### config.mk
export PLATFORM = sky130hd
export DESIGN_NAME = integer_radical_top
export DESIGN_NICKNAME = d
export VERILOG_FILES = /design/src/irad_pkg.sv /design/src/irad_dp.sv /design/src/irad_ctrl.sv /design/src/integer_radical_top.sv
export SDC_FILE = /design/constraint.sdc
export NUM_CORES = 2
export LEC_CHECK = 0
export ABC_AREA = 0
export BUFFER_PORTS_ARGS = -buffer_cell sky130_fd_sc_hd__buf_2
export CAP_MARGIN = 5
export CORE_UTILIZATION = 45
export DETAILED_ROUTE_END_ITERATION = 12
export SKIP_LAST_GASP = 1
export SLEW_MARGIN = 20
export SYNTH_ARGS = -nofsm -noshare
export SYNTH_HDL_FRONTEND = slang
export SYNTH_SLANG_ARGS = --single-unit
### constraint.sdc
create_clock -name clock -period 15.1 [get_ports clock]
set_input_delay 0 -clock clock [delete_from_list [all_inputs] [get_ports clock]]
set_output_delay 0 -clock clock [all_outputs]
set_load 0.02 [all_outputs]
### src/irad_pkg.sv
// ----------------------------------------------------------------------------
// irad_pkg
// Shared types and constants for the integer radical block: the command
// bundle from controller to datapath and the status bundle back.
// ----------------------------------------------------------------------------
`default_nettype none

package irad_pkg;

   // Width of the value and radical ports
   localparam int unsigned PORT_W = 32;

   // First odd trial divisor and the divisor step
   localparam int unsigned FIRST_DIV = 3;
   localparam int unsigned DIV_STEP  = 2;

   // Commands from the controller to the datapath
   typedef struct packed {
      logic load;       // capture a new request
      logic halve;      // shift out one factor of two
      logic d_init;     // set divisor to the first odd divisor
      logic d_next;     // advance divisor to the next odd value
      logic div_start;  // clear remainder and load the dividend
      logic div_step;   // one restoring division step
      logic take_q;     // replace value by the quotient
      logic mul_d;      // multiply accumulated radical by divisor
      logic emit;       // write final product to the response register
   } cmd_type;

   // Status from the datapath to the controller
   typedef struct packed {
      logic n_zero;     // remaining value is zero
      logic n_even;     // remaining value is even
      logic div_last;   // division is on its last step
      logic bound_fail; // divisor exceeds quotient: divisor squared > value
      logic rem_zero;   // division left no remainder
   } status_type;

endpackage : irad_pkg

`default_nettype wire

### src/irad_dp.sv
// ----------------------------------------------------------------------------
// irad_dp
// Datapath: value, divisor and radical registers, a one-bit-per-cycle
// restoring divider, one shared multiplier and the response payload register.
// ----------------------------------------------------------------------------
`default_nettype none

module irad_dp
   import irad_pkg::*;
#(
   parameter int unsigned VALUE_WIDTH = 32
) (
   input  wire logic              clock,
   input  wire logic [PORT_W-1:0] req_value_in,
   input  wire cmd_type           cmd,
   output status_type             st,
   output logic      [PORT_W-1:0] rsp_radical,
   output logic                   rsp_input_invalid
);

   // Arithmetic width: the low bits of the value port that take part
   localparam int unsigned NW = (VALUE_WIDTH < PORT_W) ? VALUE_WIDTH : PORT_W;
   localparam int unsigned CW = $clog2(NW);
   localparam int unsigned PW = 2 * NW;

   logic [NW-1:0] n_ff,   n_in;
   logic [NW-1:0] acc_ff, acc_in;
   logic [NW-1:0] d_ff,   d_in;
   logic [NW-1:0] quo_ff, quo_in;
   logic [NW-1:0] rem_ff, rem_in;
   logic [CW-1:0] cnt_ff, cnt_in;
   logic          invalid_ff, invalid_in;
   logic [PORT_W-1:0] rad_ff, rad_in;
   logic          rsp_inv_ff, rsp_inv_in;

   logic [NW:0]   shifted;
   logic [NW:0]   diff;
   logic [NW-1:0] mul_b;
   logic [PW-1:0] prod;
   logic [NW-1:0] masked;

   assign masked = req_value_in[NW-1:0];

   // Restoring division step: bring down next dividend bit, try subtract
   assign shifted = {rem_ff, quo_ff[NW-1]};
   assign diff    = shifted - {1'b0, d_ff};

   // Shared multiplier: divisor while accumulating, remaining value at the end
   assign mul_b = cmd.emit ? n_ff : d_ff;
   assign prod  = PW'(acc_ff) * PW'(mul_b);

   // Next-state logic for all datapath registers
   always_comb begin
      n_in       = n_ff;
      acc_in     = acc_ff;
      d_in       = d_ff;
      quo_in     = quo_ff;
      rem_in     = rem_ff;
      cnt_in     = cnt_ff;
      invalid_in = invalid_ff;
      rad_in     = rad_ff;
      rsp_inv_in = rsp_inv_ff;

      if (cmd.load) begin
         n_in       = masked;
         acc_in     = NW'(1);
         invalid_in = (masked == '0);
      end
      if (cmd.halve) begin
         n_in   = n_ff >> 1;
         acc_in = NW'(2);
      end
      if (cmd.take_q) begin
         n_in = quo_ff;
      end
      if (cmd.d_init) begin
         d_in = NW'(FIRST_DIV);
      end
      if (cmd.d_next) begin
         d_in = d_ff + NW'(DIV_STEP);
      end
      if (cmd.mul_d) begin
         acc_in = prod[NW-1:0];
      end

      // Start a division on the value as it will stand next cycle
      if (cmd.div_start) begin
         quo_in = cmd.take_q ? quo_ff : n_ff;
         rem_in = '0;
         cnt_in = '0;
      end else if (cmd.div_step) begin
         cnt_in = cnt_ff + CW'(1);
         if (!diff[NW]) begin
            rem_in = diff[NW-1:0];
            quo_in = {quo_ff[NW-2:0], 1'b1};
         end else begin
            rem_in = shifted[NW-1:0];
            quo_in = {quo_ff[NW-2:0], 1'b0};
         end
      end

      // Final product goes straight into the response register
      if (cmd.emit) begin
         rad_in     = PORT_W'(prod[NW-1:0]);
         rsp_inv_in = invalid_ff;
      end
   end

   // Payload registers: no reset needed
   always_ff @(posedge clock) begin
      n_ff       <= n_in;
      acc_ff     <= acc_in;
      d_ff       <= d_in;
      quo_ff     <= quo_in;
      rem_ff     <= rem_in;
      cnt_ff     <= cnt_in;
      invalid_ff <= invalid_in;
      rad_ff     <= rad_in;
      rsp_inv_ff <= rsp_inv_in;
   end

   // Status back to the controller
   assign st.n_zero     = (n_ff == '0);
   assign st.n_even     = ~n_ff[0];
   assign st.div_last   = (cnt_ff == CW'(NW - 1));
   assign st.bound_fail = (d_ff > quo_ff);
   assign st.rem_zero   = (rem_ff == '0);

   assign rsp_radical       = rad_ff;
   assign rsp_input_invalid = rsp_inv_ff;

endmodule : irad_dp

`default_nettype wire

### src/irad_ctrl.sv
// ----------------------------------------------------------------------------
// irad_ctrl
// Controller: sequences factor-of-two stripping, odd trial division with the
// bound test, dividing out each factor, and the final multiply; owns the
// request and response handshakes.
// ----------------------------------------------------------------------------
`default_nettype none

module irad_ctrl
   import irad_pkg::*;
(
   input  wire logic       clock,
   input  wire logic       reset,
   input  wire logic       req_valid,
   output logic            req_stall,
   output logic            rsp_valid,
   input  wire logic       rsp_stall,
   output cmd_type         cmd,
   input  wire status_type st
);

   localparam logic [2:0] S_IDLE   = 3'd0;
   localparam logic [2:0] S_STRIP  = 3'd1;
   localparam logic [2:0] S_DIV    = 3'd2;
   localparam logic [2:0] S_DECIDE = 3'd3;
   localparam logic [2:0] S_MULD   = 3'd4;
   localparam logic [2:0] S_OUT    = 3'd5;

   logic [2:0] state_ff, state_in;
   logic       mode_ff, mode_in;      // high while dividing out a found factor
   logic       rsp_valid_ff, rsp_valid_in;

   // Sequence the datapath
   always_comb begin
      cmd          = '0;
      state_in     = state_ff;
      mode_in      = mode_ff;
      rsp_valid_in = rsp_valid_ff && rsp_stall;

      case (state_ff)
         S_IDLE: begin
            if (req_valid) begin
               cmd.load = 1'b1;
               state_in = S_STRIP;
            end
         end
         S_STRIP: begin
            if (st.n_zero) begin
               state_in = S_OUT;
            end else if (st.n_even) begin
               cmd.halve = 1'b1;
            end else begin
               cmd.d_init    = 1'b1;
               cmd.div_start = 1'b1;
               mode_in       = 1'b0;
               state_in      = S_DIV;
            end
         end
         S_DIV: begin
            cmd.div_step = 1'b1;
            if (st.div_last) begin
               state_in = S_DECIDE;
            end
         end
         S_DECIDE: begin
            if (!mode_ff && st.bound_fail) begin
               // no divisor left below the square root: remaining value is 1 or prime
               state_in = S_OUT;
            end else if (st.rem_zero) begin
               cmd.take_q    = 1'b1;
               cmd.div_start = 1'b1;
               state_in      = mode_ff ? S_DIV : S_MULD;
            end else begin
               cmd.d_next    = 1'b1;
               cmd.div_start = 1'b1;
               mode_in       = 1'b0;
               state_in      = S_DIV;
            end
         end
         S_MULD: begin
            // count a new prime factor once, then divide it out
            cmd.mul_d = 1'b1;
            mode_in   = 1'b1;
            state_in  = S_DIV;
         end
         S_OUT: begin
            if (!rsp_valid_ff || !rsp_stall) begin
               cmd.emit     = 1'b1;
               rsp_valid_in = 1'b1;
               state_in     = S_IDLE;
            end
         end
         default: begin
            state_in = S_IDLE;
         end
      endcase
   end

   // Control registers
   always_ff @(posedge clock) begin
      if (reset) begin
         state_ff     <= S_IDLE;
         mode_ff      <= 1'b0;
         rsp_valid_ff <= 1'b0;
      end else begin
         state_ff     <= state_in;
         mode_ff      <= mode_in;
         rsp_valid_ff <= rsp_valid_in;
      end
   end

   assign req_stall = (state_ff != S_IDLE);
   assign rsp_valid = rsp_valid_ff;

   // Never overwrite a response that is still waiting
   a_no_overwrite: assert property (@(posedge clock) disable iff (reset)
      !(cmd.emit && rsp_valid_ff && rsp_stall))
      else $error("response overwritten while stalled");

   // A factor is only counted right after it was found to divide
   a_mul_after_hit: assert property (@(posedge clock) disable iff (reset)
      cmd.mul_d |-> $past(cmd.take_q))
      else $error("multiply without a preceding exact division");

   // The quotient is only taken when the division was exact
   a_take_exact: assert property (@(posedge clock) disable iff (reset)
      cmd.take_q |-> st.rem_zero)
      else $error("quotient taken with nonzero remainder");

   // The last division step always leads to a decision
   a_div_ends: assert property (@(posedge clock) disable iff (reset)
      (state_ff == S_DIV && st.div_last) |=> (state_ff == S_DECIDE))
      else $error("division did not end in decision");

endmodule : irad_ctrl

`default_nettype wire

### src/integer_radical_top.sv
// ----------------------------------------------------------------------------
// integer_radical_top
// Radical of an unsigned value by trial division, one request at a time.
// ----------------------------------------------------------------------------
// Steps: load, a halving per trailing zero, an NW-bit division per trial
//   divisor or factor, a multiply per odd prime; NW = min(VALUE_WIDTH, 32).
// Throughput: one request at a time; the one-bit-per-cycle divider sets it.
// A finished response waits in its output register; the next request is
//   taken while it waits. Reset is synchronous and clears control state only.
`default_nettype none

module integer_radical_top
   import irad_pkg::*;
#(
   parameter int unsigned VALUE_WIDTH = 32
) (
   input  wire logic              clock,
   input  wire logic              reset,
   input  wire logic              req_valid,
   output logic                   req_stall,
   input  wire logic [PORT_W-1:0] req_value_in,
   output logic                   rsp_valid,
   input  wire logic              rsp_stall,
   output logic      [PORT_W-1:0] rsp_radical,
   output logic                   rsp_input_invalid
);

   cmd_type    cmd;
   status_type st;

   irad_ctrl u_ctrl (
      .clock     (clock),
      .reset     (reset),
      .req_valid (req_valid),
      .req_stall (req_stall),
      .rsp_valid (rsp_valid),
      .rsp_stall (rsp_stall),
      .cmd       (cmd),
      .st        (st)
   );

   irad_dp #(
      .VALUE_WIDTH (VALUE_WIDTH)
   ) u_dp (
      .clock             (clock),
      .req_value_in      (req_value_in),
      .cmd               (cmd),
      .st                (st),
      .rsp_radical       (rsp_radical),
      .rsp_input_invalid (rsp_input_invalid)
   );

endmodule : integer_radical_top

`default_nettype wire
-- Word level (Yosys, flattened, before mapping)
Cells that the tools add are included.
- latch bits: 0
- memories: 0
- memory bits (read-only): 0
- output and inout bits: 35
- word-level logic and storage cells: 99
- memory bits (writable): 0
- flip-flop bits (word level): 204
- $lt $le $gt $ge: 1
- shift-type cells: 0
- add/sub/neg operators: 3
- divide/modulo/power cells: 0
- bitwise gates (word level): 0
- $mul: 1
- reduce and logical (&&, ||, !) cells: 19
- equality and inequality tests: 15
- multiplexer cells: 48
- operators with widths (operator ; count):
    2-to-1 mux 32 bit ; 13
    logical NOT 32 bit ; 3
    subtractor 33 x 32 -> 33 bit ; 1
    adder 32 x 2 -> 32 bit, second input constant ; 1
    greater-than comparator 32 bit ; 1
    multiplier 32 x 32 -> 32 bit ; 1
    2-to-1 mux 3 bit ; 8
    2-to-1 mux 1 bit ; 21
    case mux 3 bit (6 select lines) ; 1
    inequality test 2 bit, second input constant ; 6
    nonzero test 3 bit ; 4
    == test 3 x 2 -> 1 bit, second input constant ; 2
    == test 3 bit, second input constant ; 2
    2-to-1 mux 2 bit ; 3
    adder 5 x 1 -> 5 bit, second input constant ; 1
    == test 5 bit, second input constant ; 1
    AND reduction 5 bit ; 1
    inequality test 2 x 1 -> 1 bit, second input constant ; 2
    AND reduction 4 bit ; 1
    nonzero test 2 bit ; 2
    == test 3 x 1 -> 1 bit, second input constant ; 1
    logical NOT 1 bit ; 3
    logical NOT 3 bit ; 1
    inequality test 3 x 2 -> 1 bit, second input constant ; 1
    5 further kinds ; 6

-- Logic depth before layout (Yosys ltp)
- depth after elaboration: 7
- mapped depth: 35
- mapped depth without buffers: 32

-- Modules after synthesis
Synthesis repeated with hierarchy kept, for this count alone.
- cells, all modules: 2941
- area, all modules: 27834.2 um^2
- modules (own cells, without submodules) (module ; cells an instance ; area each (um^2) ; times used):
    irad_dp ; 2886 ; 27441.3 ; 1
    irad_ctrl ; 55 ; 392.9 ; 1

-- Worst setup path after synthesis
OpenSTA, ideal clock, no wires.
- path type: reg2reg
- start point: reg u_ctrl.rsp_valid_ff, in the netlist u_ctrl.rsp_valid
- end point: reg u_dp.acc_ff[29] (data pin)
- setup slack: 6.667 ns
- stages on the path, launching flop included: 34
- data required time: 14.845 ns
- path buffers: 4
- period minus slack after synthesis: 8.433 ns
- arrival time: 8.178 ns
- cells stage by stage: dfxtp_1 -> nand2_1 -> nand2_4 -> inv_4 -> buf_6 -> buf_8 -> buf_8 -> nand2_1 -> a21boi_0 -> clkbuf_1 -> nor2b_1 -> fa_1 -> fa_1 -> fa_1 -> inv_1 -> fa_1 -> inv_1 -> fa_1 -> inv_1 -> fa_1 -> inv_1 -> fa_1 -> fa_1 -> ha_1 -> a21o_1 -> a21o_1 -> a311o_1 -> a221o_1 -> nor3_1 -> o41ai_1 -> a31o_2 -> a21oi_1 -> xnor2_1 -> and2_1
- cells in the longest elaborated chain, start to end: 7
- ends and longest elaborated chain (what ; RTL line ; source):
    start, declared ; irad_ctrl.sv:31 ; logic rsp_valid_ff, rsp_valid_in;
    start signal, assigned ; irad_ctrl.sv:108 ; rsp_valid_ff <= rsp_valid_in;
    logical NOT 1 bit ; irad_ctrl.sv:87 ; if (!rsp_valid_ff || !rsp_stall) begin
    logical OR 1 bit ; irad_ctrl.sv:87 ;
    2-to-1 mux 1 bit ; irad_ctrl.sv:87 ;
    2-to-1 mux 1 bit ; irad_ctrl.sv:40 ; case (state_ff)
    2-to-1 mux 32 bit ; irad_dp.sv:49 ; assign mul_b = cmd.emit ? n_ff : d_ff;
    multiplier 32 x 32 -> 32 bit ; irad_dp.sv:50 ; assign prod = PW'(acc_ff) * PW'(mul_b);
    via u_dp.prod[29] ; irad_dp.sv:39 ; logic [PW-1:0] prod;
    2-to-1 mux 32 bit ; irad_dp.sv:82 ; if (cmd.mul_d) begin
    end signal, assigned ; irad_dp.sv:112 ; acc_ff <= acc_in;
    end, declared ; irad_dp.sv:27 ; logic [NW-1:0] acc_ff, acc_in;
The timed path passes the listed nets, and every way through them passes these cells.
A chain may end at the register's enable or synchronous reset.

-- Worst setup path after layout
- start point: reg u_ctrl.state_ff[2]
- end point: reg u_dp.acc_ff[29] (data pin)
- cells in the longest elaborated chain, start to end: 5
- ends and longest elaborated chain (what ; RTL line ; source):
    start, declared ; irad_ctrl.sv:29 ; logic [2:0] state_ff, state_in;
    start signal, assigned ; irad_ctrl.sv:106 ; state_ff <= state_in;
    == test 3 bit ; irad_ctrl.sv:40 ;
    2-to-1 mux 1 bit ; irad_ctrl.sv:40 ;
    2-to-1 mux 32 bit ; irad_dp.sv:49 ;
    multiplier 32 x 32 -> 32 bit ; irad_dp.sv:50 ;
    via u_dp.prod[29] ; irad_dp.sv:39 ;
    2-to-1 mux 32 bit ; irad_dp.sv:82 ;
The timed path passes the listed nets, and every way through them passes these cells.

==> run_results.csv <==
group,metric,value,unit
run_status,status,"finished, final reports clean",
clocking,ctsResizeCount,0,
grt,grt_pass1_vias,21900,
floorplan,io_pins,71,
sta,drv_slew,0,
logic_synthesis,synth_area,27400,um^2
logic_synthesis,seq_area_frac_synth,0.207,
critical_path,crit_slowest_cell,"inv_4",
critical_path,end_kind,"flip-flop",
sta,period_share,0.631,
sta,hold_viol_final,0,
critical_path,path_class,"reg2reg",
sta,whs,0.239,ns
logic_synthesis,synthArstFlopShare,0,
sta,maxSlewHeadroom,0.288,
clocking,clock-sinks,203,
critical_path,r2r_slack,5.57,ns
critical_path,r2r-end,"u_dp.acc_ff[29]",
place,pre_cts_ws,5.60,ns
sta,grt_setup_unrepaired,"false",
sta,post-route-min-period,9.53,ns
logic_synthesis,synth_nets,3567,
floorplan,die_w,249,um
grt,gr-usage-met1,0.374,
drt,ant_nets,0,
floorplan,start_util,0.455,
floorplan,core_area,60200,um^2
sta,tightestPinTransition,1.07,ns
critical_path,critical_path_peak_fanout,71,
clocking,root_buffer,"clkbuf_16",
critical_path,cp_data_required_time,15.39,ns
finish,diodes,0,
grt,antenna_found_initial,0,
critical_path,r2r_cells,30,
floorplan,dieArea,62000,um^2
drt,drtIter0Drc,1372,
finish,drive_above_1_share,0.0645,
logic_synthesis,synthCells,2934,
grt,gr-usage-met2,0.437,
grt,grt-ovfl-total,0,
logic_synthesis,yosysTopAreaCell,"fa_1",
job,drv_cap,0,
logic_synthesis,synthTopCellsByArea,"fa_1 (30%), edfxtp_1 (18%), ha_1 (8.6%)",
critical_path,worst-path-buf-inv,6,
finish,finalInstanceArea,29800,um^2
logic_synthesis,syn_area_per_cell,9.35,um^2
critical_path,cp.arrival,9.82,ns
place,place_area,28600,um^2
critical_path,r2r_start,"u_ctrl.state_ff[2]",
grt,gr-max-usage-layer,"met2",
critical_path,start_kind,"flip-flop",
drt,post_drt_wl_per_cell,21.6,um
clocking,clock_path_buffers,3,
place,gp_congestion,0.891,
drt,wirelength,81.5,mm
drt,route.vias.total,21000,
min_path,hold_path_class,"in2reg",
logic_synthesis,synth_edf_count,161,
min_path,hp-start,"reset",
critical_path,crit_path_end,"u_dp.acc_ff[29]",
finish,syn2layout_area_growth,8.51,%
place,port_buffers,70,
logic_synthesis,synth_ff_type,"edfxtp_1",
logic_synthesis,synth_top_area_frac,0.298,
sta,setup-violations-final,0,
clocking,worstSkewPairLatency,0.56,ns
clocking,cts_tree,"yes",
floorplan,die_y,249,um
sta,fin_worst_skew,0.0235,ns
critical_path,cp_top_family,"adder cells",
critical_path,cp.depth,30,
drt,via_per_inst,5.56,
grt,grt_max_degree,73,
drt,first_pass_iters,5,
logic_synthesis,synth_common_cells,"inv_1 (485), fa_1 (409), nand2_1 (378)",
grt,grt_pass1_wl,128,mm
clocking,clk_pin_slew_worst_paths,0.06,ns
floorplan,num_rows,90,
critical_path,cp-startpoint,"u_ctrl.state_ff[2]",
sta,fin_ws,5.57,ns
sta,fin_setup_tns,0,ns
place,dp_hpwl,62.1,mm
finish,fin_nets,3608,
critical_path,crit_top_cell,"fa_1",
clocking,cts_buffers,25,
grt,grt_usage,0.268,
clocking,h-tree-depth,1,
logic_synthesis,synth.distinct_cells,69,
sta,fmax,105,MHz
logic_synthesis,yosysMostFrequentCell,"inv_1",
logic_synthesis,ys_ff_latch,203,
drt,drc,0,
critical_path,cpPeakStageDelay,0.74,ns
grt,grt_use_met3,0.0343,
logic_synthesis,ys_warn_count,0,
[worst min-delay path, delay by kind of cell]
family	cells	cell delay [ns]
AO/OA/AOI/OAI	1	0.05
buffers and inverters	2	0.68
[through the flow]
step / cells / util
after detailed placement: 3694 / 0.475
after floorplan: 2934 / -
after CTS: 3775 / 0.494
after global placement: 3694 / 0.475
final: 3775 / 0.494
after global routing: 3775 / 0.494
[cell families (layout without fill, tap and decap cells)]
family / Yosys count / after routing / share of synthesized area
xor gates and xnor gates: 138 / 138 / 0.0471
AOI/OAI and AO/OA: 355 / 355 / 0.0803
adders and majority gates: 597 / 597 / 0.384
buffers and inverters: 625 / 684 / 0.0874
and+or+nand+nor: 968 / 968 / 0.176
muxes: 48 / 48 / 0.0181
DFF: 203 / 203 / 0.207
[metal layers]
layer  part of all wire  up-vias
li1                   -     9429
met1               0.44    10700
met2               0.46      778
met3              0.071      115
met4              0.027        0
met5                  0        -
[worst min path at each step]
stage | end | slack (ns) | cells past startpoint
CTS | u_ctrl.rsp_valid | 0.21 | 3
floorplan | u_ctrl.rsp_valid | 0.07 | 1
global route | u_ctrl.rsp_valid | 0.25 | 3
global placement | u_ctrl.rsp_valid | 0.26 | 2
detailed placement | u_ctrl.state_ff[0] | 0.26 | 2
finish | u_ctrl.rsp_valid | 0.24 | 3
[what timing repair did]
item	CTS	global route
hold endpoints to repair	39	0
hold buffers	36	0
buffers inserted	0	0
[state kept, by name (all words and copies together) (netlist names), 3 cells and up]
register and flops:
u_ctrl.state_ff 3, u_dp.acc_ff 32, u_dp.cnt_ff 5, u_dp.d_ff 31, u_dp.n_ff 32, u_dp.quo_ff 32
u_dp.rem_ff 32, u_dp.rsp_radical 32
[layout by cell type (no fill, tap or decap), drive strengths merged, types with 38 or more instances in the layout]
| cell type | n |
|---|---|
| xnor2 | 106 |
| nand2 | 379 |
| mux2i | 39 |
| edfxtp | 161 |
| fa | 409 |
| dfxtp | 42 |
| nor2 | 89 |
| a21oi | 69 |
| buf | 117 |
| nand3 | 40 |
| and2 | 290 |
| inv | 487 |
| ha | 188 |
| a21o | 38 |
| o21ai | 139 |
[layout make-up]
cell class	instances	area, um^2
clock buffers	31	648
clock inverters	14	153
fillers	5620	30500
inverters	486	1830
multi-input cells	2106	19400
flip-flops and latches	203	5680
well taps	782	978
repair buffers	153	1060
Power is not shown: default switching activity piles up to over one toggle a cycle in this logic, so the estimate is an artifact.
